<file path="src/hdl/dbsl_pkg.sv">
// Shared types, constants and helper functions for the double-buffered slice looper.
// Used by dbsl_ctrl, dbsl_datapath and double_buffered_slice_looper_unit.
package dbsl_pkg;

    // Sample store geometry.
    localparam int DEPTH = 131072;
    localparam int PW    = $clog2(DEPTH);      // position / address width
    localparam int LW    = $clog2(DEPTH + 1);  // length width, holds DEPTH itself

    // Field widths from the interface.
    localparam int SAMPLE_W = 32;
    localparam int LEN_IN_W = 20;
    localparam int CMP_W    = (LW > LEN_IN_W) ? LW : LEN_IN_W;

    // Repeat slice arithmetic.
    localparam int KNOB_W      = 8;
    localparam int KNOB_CENTER = 64;
    localparam int N_MAX       = 128;
    localparam int N_W         = 8;
    localparam int NN_SHIFT    = 14;           // 128 * 128 = 2**14
    localparam int NN_W        = NN_SHIFT + 1;
    localparam int PROD_W      = LW + NN_W;
    localparam int SLICE_MIN   = 256;
    localparam int SUB_MIN     = 64;

    // Configuration port.
    localparam int APB_ADDR_W = 3;
    localparam int APB_DATA_W = 32;
    localparam logic REG_LOOP_MODE = 1'b0;
    localparam logic REG_RATE_KNOB = 1'b1;

    // Run state codes as reported on mode_status.
    localparam logic [1:0] RS_OFF     = 2'd0;
    localparam logic [1:0] RS_STANDBY = 2'd1;
    localparam logic [1:0] RS_PLAYING = 2'd2;

    typedef enum logic [1:0] {
        ACT_SAMPLE  = 2'd0,
        ACT_BEGIN   = 2'd1,
        ACT_END     = 2'd2,
        ACT_DISABLE = 2'd3
    } action_t;

    typedef struct packed {
        logic [1:0]                 action;
        logic signed [SAMPLE_W-1:0] left_in;
        logic signed [SAMPLE_W-1:0] right_in;
        logic [LEN_IN_W-1:0]        loop_length;
    } in_t;

    typedef struct packed {
        logic signed [SAMPLE_W-1:0] left_out;
        logic signed [SAMPLE_W-1:0] right_out;
        logic [1:0]                 mode_status;
    } out_t;

    // Commands from the controller to the datapath.
    typedef struct packed {
        logic accept;
        logic clear;
        logic exec;
        logic mul_nn;
        logic mul_len;
        logic slice;
        logic base;
        logic read;
        logic done;
    } cmd_t;

    // Status from the datapath to the controller.
    typedef struct packed {
        logic clear_last;
        logic play_path;
        logic need_slice;
        logic out_free;
    } sts_t;

    // Reduce a value below twice the depth into the store's address range.
    function automatic logic [PW-1:0] mod_depth(input logic [LW:0] x);
        logic [LW:0] r;
        begin
            r = (x >= (LW+1)'(DEPTH)) ? x - (LW+1)'(DEPTH) : x;
            return r[PW-1:0];
        end
    endfunction

endpackage

</file>
<file path="src/hdl/dbsl_ctrl.sv">
// Sequencing state machine for the double-buffered slice looper.
// Depends on dbsl_pkg for the command and status structs.
module dbsl_ctrl (
    input  logic          aclk,
    input  logic          aresetn,
    input  logic          s_valid,
    output logic          s_ready,
    input  dbsl_pkg::sts_t sts,
    output dbsl_pkg::cmd_t cmd
);

    typedef enum logic [8:0] {
        ST_CLEAR   = 9'b000000001,
        ST_IDLE    = 9'b000000010,
        ST_EXEC    = 9'b000000100,
        ST_MUL_NN  = 9'b000001000,
        ST_MUL_LEN = 9'b000010000,
        ST_SLICE   = 9'b000100000,
        ST_BASE    = 9'b001000000,
        ST_READ    = 9'b010000000,
        ST_DONE    = 9'b100000000
    } state_t;

    state_t state_reg;
    state_t state_next;

    // Next state and command decode.
    always_comb begin
        state_next = state_reg;
        cmd        = '0;
        s_ready    = 1'b0;
        case (state_reg)
            ST_CLEAR: begin
                cmd.clear = 1'b1;
                if (sts.clear_last) begin
                    state_next = ST_IDLE;
                end
            end
            ST_IDLE: begin
                s_ready    = 1'b1;
                cmd.accept = s_valid;
                if (s_valid) begin
                    state_next = ST_EXEC;
                end
            end
            ST_EXEC: begin
                cmd.exec = 1'b1;
                if (!sts.play_path) begin
                    state_next = ST_DONE;
                end else if (sts.need_slice) begin
                    state_next = ST_MUL_NN;
                end else begin
                    state_next = ST_READ;
                end
            end
            ST_MUL_NN: begin
                cmd.mul_nn = 1'b1;
                state_next = ST_MUL_LEN;
            end
            ST_MUL_LEN: begin
                cmd.mul_len = 1'b1;
                state_next  = ST_SLICE;
            end
            ST_SLICE: begin
                cmd.slice  = 1'b1;
                state_next = ST_BASE;
            end
            ST_BASE: begin
                cmd.base   = 1'b1;
                state_next = ST_READ;
            end
            ST_READ: begin
                cmd.read   = 1'b1;
                state_next = ST_DONE;
            end
            ST_DONE: begin
                if (sts.out_free) begin
                    cmd.done   = 1'b1;
                    state_next = ST_IDLE;
                end
            end
            default: begin
                state_next = ST_CLEAR;
            end
        endcase
    end

    // State register; reset starts the store clearing pass.
    always_ff @(posedge aclk) begin
        if (!aresetn) begin
            state_reg <= ST_CLEAR;
        end else begin
            state_reg <= state_next;
        end
    end

endmodule

</file>
<file path="config.mk">
export PLATFORM = sky130hd
export DESIGN_NAME = dbsl_ctrl
export DESIGN_NICKNAME = d
export VERILOG_FILES = /design/src/hdl/dbsl_pkg.sv /design/src/hdl/dbsl_ctrl.sv
export SDC_FILE = /design/constraint.sdc
export NUM_CORES = 1
export LEC_CHECK = 0
export BUFFER_PORTS_ARGS = -buffer_cell sky130_fd_sc_hd__buf_4
export CAP_MARGIN = 20
export CORE_MARGIN = 3
export CORE_UTILIZATION = 40
export DETAILED_ROUTE_END_ITERATION = 10
export PLACE_DENSITY_LB_ADDON = 0.12
export RECOVER_POWER = 100
export SYNTH_ARGS = -nofsm -noshare
export SYNTH_HDL_FRONTEND = slang
export SYNTH_SLANG_ARGS = --single-unit
</file>
<file path="constraint.sdc">
create_clock -name aclk -period 2.8 [get_ports aclk]
set_input_delay 0.42 -clock aclk [delete_from_list [all_inputs] [get_ports aclk]]
set_output_delay 0.42 -clock aclk [all_outputs]
set_load 0.05 [all_outputs]
</file>
======== Word level (Yosys, flattened, before mapping) ========
Cells that the tools add are included.
word-level totals
  register bits ........................... 9
  input port bits ......................... 7
  output and inout bits ................... 10
cells by class
  equal/unequal tests ..................... 12
  muxes and demuxes ....................... 17
  reductions and logical operators ........ 1
operator list
  cell                count
  $pmux 9 s9          1
  $mux 9              4
  $mux 1              11
  $eq 9x1->1 const B  1
  $eq 9x2->1 const B  1
  $eq 9x3->1 const B  1
  $eq 9x4->1 const B  1
  $eq 9x5->1 const B  1
  $eq 9x6->1 const B  1
  $eq 9x7->1 const B  1
  $eq 9x8->1 const B  1
  $eq 9x9->1 const B  1
  $mux 8              1
  $ne 2x2->1 const B  3
  $reduce_and 3->1    1

======== Depth between registers and ports, before layout ========
  word-level depth ........................ 3
  mapped depth ............................ 5
  gate-level depth less buffers ........... 4

======== Worst setup path after synthesis ========
OpenSTA, ideal clock, no wires.
  path type ............................... flip-flop to output port
  start point ............................. register state_reg[7]
  end point ............................... output port cmd[8] in the netlist's numbering
  arrival ................................. 1791 ps
  slack ................................... 589 ps
  stages on the path, launching flop included .. 5
  buffers on the path ..................... 0
  path through ............................ dfxtp_1 nor3_2 and2_1 and3_1 and2_1
RTL lines
  item                      RTL line         RTL
  start: declaration        dbsl_ctrl.sv:24  state_t state_reg;
  start signal: assignment  dbsl_ctrl.sv:93  state_reg <= state_next;
  end: declaration          dbsl_ctrl.sv:9   output dbsl_pkg::cmd_t cmd

==> flow_summary.yaml <==
power_and_ir_drop:
  p_comb_frac: 0.203
  p_leak_nw: 0.329
  power_density_mw_per_mm2: 410
  switching_share: 0.299
  switching_power_mw: 0.0907
  power_mw: 0.303
  peakVddDrop_mv: 0.352
  pwr-share-seq: 0.462
  p_clk_frac: 0.336
  p_int_mw: 0.212
synth:
  synth_area_um2: 621
  async_flop_share: 0
  synth_flop_cell: "dfxtp_1"
  yosys.cell_types.count: 33
  avgSynthCellArea_um2: 8.74
  synth_cells: 71
  yosysSeqAreaShare: 0.290
  synthesis.nets: 78
  ys_ff_latch: 9
  yosys_warnings: 0
  synth_edf_count: 0
clocking:
  clk_pin_slew_ns: 0.06
  cts_resized: 0
  numCtsBuffers: 3
  hold_buffers: 0
  htreeDepth: 1
  cts_tree: "built"
  clock-root-buffer: "clkbuf_4"
  postCtsSetupBuffers: 0
  clock_sink_count: 9
  clk_latency_ns: 0.26
  clk_path_buf_depth: 2
sta:
  finalWorstSetupSlack_ns: 0.421
  holdWs_ns: 0.401
  hold_viol_final: 0
  fmax_mhz: 420
  setup_viol: 0
  period_share: 0.850
  fin_skew_ns: 0.00224
  report.final.slew_viol_count: 0
  tightest_slew_ns: 0.597
  relSlewSlack: 0.604
  tns_ns: 0
  post-route-min-period_ns: 2.38
  rsz0062_at_grt: "false"
layout:
  syn_to_final_growth_pct: 19.0
  finalInstanceArea_um2: 738
  nNetsFinal: 98
  fin_util: 0.534
  diodes: 0
  finalNonFillerCells: 105
  drive_gt1_frac: 0.200
  largest_register_ffs: 9
placed_design:
  preCtsSetupSlack_ns: 1.00
  gp_congestion: 0.763
  place_area_um2: 754
  io_buffer_count: 16
  dp_hpwl_um: 1130
  place_inst: 101
critical_path:
  start_kind: "register"
  slowest_stage: "nor4_1"
  cp_max_fo: 7
  worst_setup_path_end_kind: "output pin"
  timing.rr.start: "state_reg[1]$_SDFFE_PN0P_"
  cpPeakStageDelay_ns: 0.49
  critPathTopFamily: "simple AND/OR/NAND/NOR gates"
  worstPathBufferInverterCount: 2
  arrival_ns: 1.96
  crit_required_ns: 2.38
  cp-startpoint: "state_reg[7]$_SDFFE_PN0P_"
  path_cells: "nor4_1 -> nand3_1 -> inv_1 -> clkbuf_1"
  crit_type: "reg2out"
route:
  via_per_inst: 5.70
  drt_wl_total_um: 1440
  final_antenna_net_count: 0
  first_pass_iters: 4
  route.vias.total: 598
  routedWlPerCell_um: 13.7
  drc_errors: 0
  dr.first_iter.drc_count: 10
global_routing:
  grt_pass1_wl_um: 2530
  grt_max_degree: 11
  grt_overflow: 0
  antenna_found_initial: 0
  track_usage: 0.170
  grt_pass1_vias: 543
flow_run:
  maxCapViolCount: 0
floorplan:
  dieArea_mm2: 0.00206
  die_x_um: 45.4
  io_pins: 17
  core-area_mm2: 0.00138
  row_count: 13
  start_util: 0.449
  die_h_um: 45.4
run_status:
  outcome: "complete, no violations"
min_path:
  hold_path_class: "in2reg"
  hp-start: "s_valid"
[power groups by stage]
stage / Clock [mW] / Sequential [mW] / Combinational (mW)
6_report: 0.102 / 0.140 / 0.0614
5_1_grt: 0.110 / 0.141 / 0.0674
4_1_cts: 0.106 / 0.140 / 0.0620
3_5_place_dp: 0 / 0.142 / 0.0614
3_3_place_gp: 0 / 0.142 / 0.0619
2_1_floorplan: 0 / 0.138 / 0.0452
[placed cells by master, fill, tap and decap left out, drive strengths merged, types with 3 or more instances in the layout]
master	count
buf	8
o21ai	3
nor3b	3
nor2	8
inv	5
clkbuf	12
and3	4
nor3	3
and2	3
nand2	4
nor4b	3
dfxtp	9
nand3	3
[logic make-up (layout without fill, tap and decap cells)]
family	count (synthesis)	after routing	synth area share
buffers and inverters	6	25	0.0383
AO/OA/AOI/OAI	14	14	0.165
XOR/XNOR	1	1	0.0141
flip-flops	9	9	0.290
AND/OR/NAND/NOR	41	41	0.492
[worst paths after layout]
kind | to | slack (ns) | depth (start not counted)
worst max-delay path | cmd[6] | 0.42 | 4
worst min-delay path | state_reg[2]$_SDFFE_PN0P_ | 0.40 | 2
worst max register to register | state_reg[7]$_SDFFE_PN0P_ | 1.23 | 4
worst min register to register | state_reg[0]$_SDFFE_PN1P_ | 0.70 | 2
[synthesized netlist by cell type (3+ instances only)]
| cell type | count | share of area |
|---|---|---|
| and3_1 | 4 | 0.040 |
| o21ai_0 | 3 | 0.024 |
| dfxtp_1 | 9 | 0.29 |
| and2_1 | 3 | 0.030 |
| inv_1 | 5 | 0.030 |
| nand3_1 | 3 | 0.024 |
| nor2_1 | 7 | 0.042 |
| nor3b_1 | 3 | 0.036 |
| nand2_1 | 3 | 0.018 |
[layout make-up]
class / instances / area, um2
Clock buffer: 4 / 26.3
Fill cell: 141 / 644
Inverter: 5 / 18.8
Multi-Input combinational cell: 56 / 403
Sequential cell: 9 / 180
Tap cell: 15 / 18.8
Timing Repair Buffer: 16 / 91.3
[layer usage]
metal | wire length (um) | global-route usage | up-vias | part of all wire
li1 | - | - | 303 | -
met1 | 701 | 0.243 | 279 | 0.49
met2 | 651 | 0.245 | 14 | 0.45
met3 | 74 | 0.0593 | 2 | 0.051
met4 | 9 | 0.0351 | 0 | 0.0063
met5 | 0 | 0 | - | 0
Note: power is estimated with default switching activity, not from simulation.
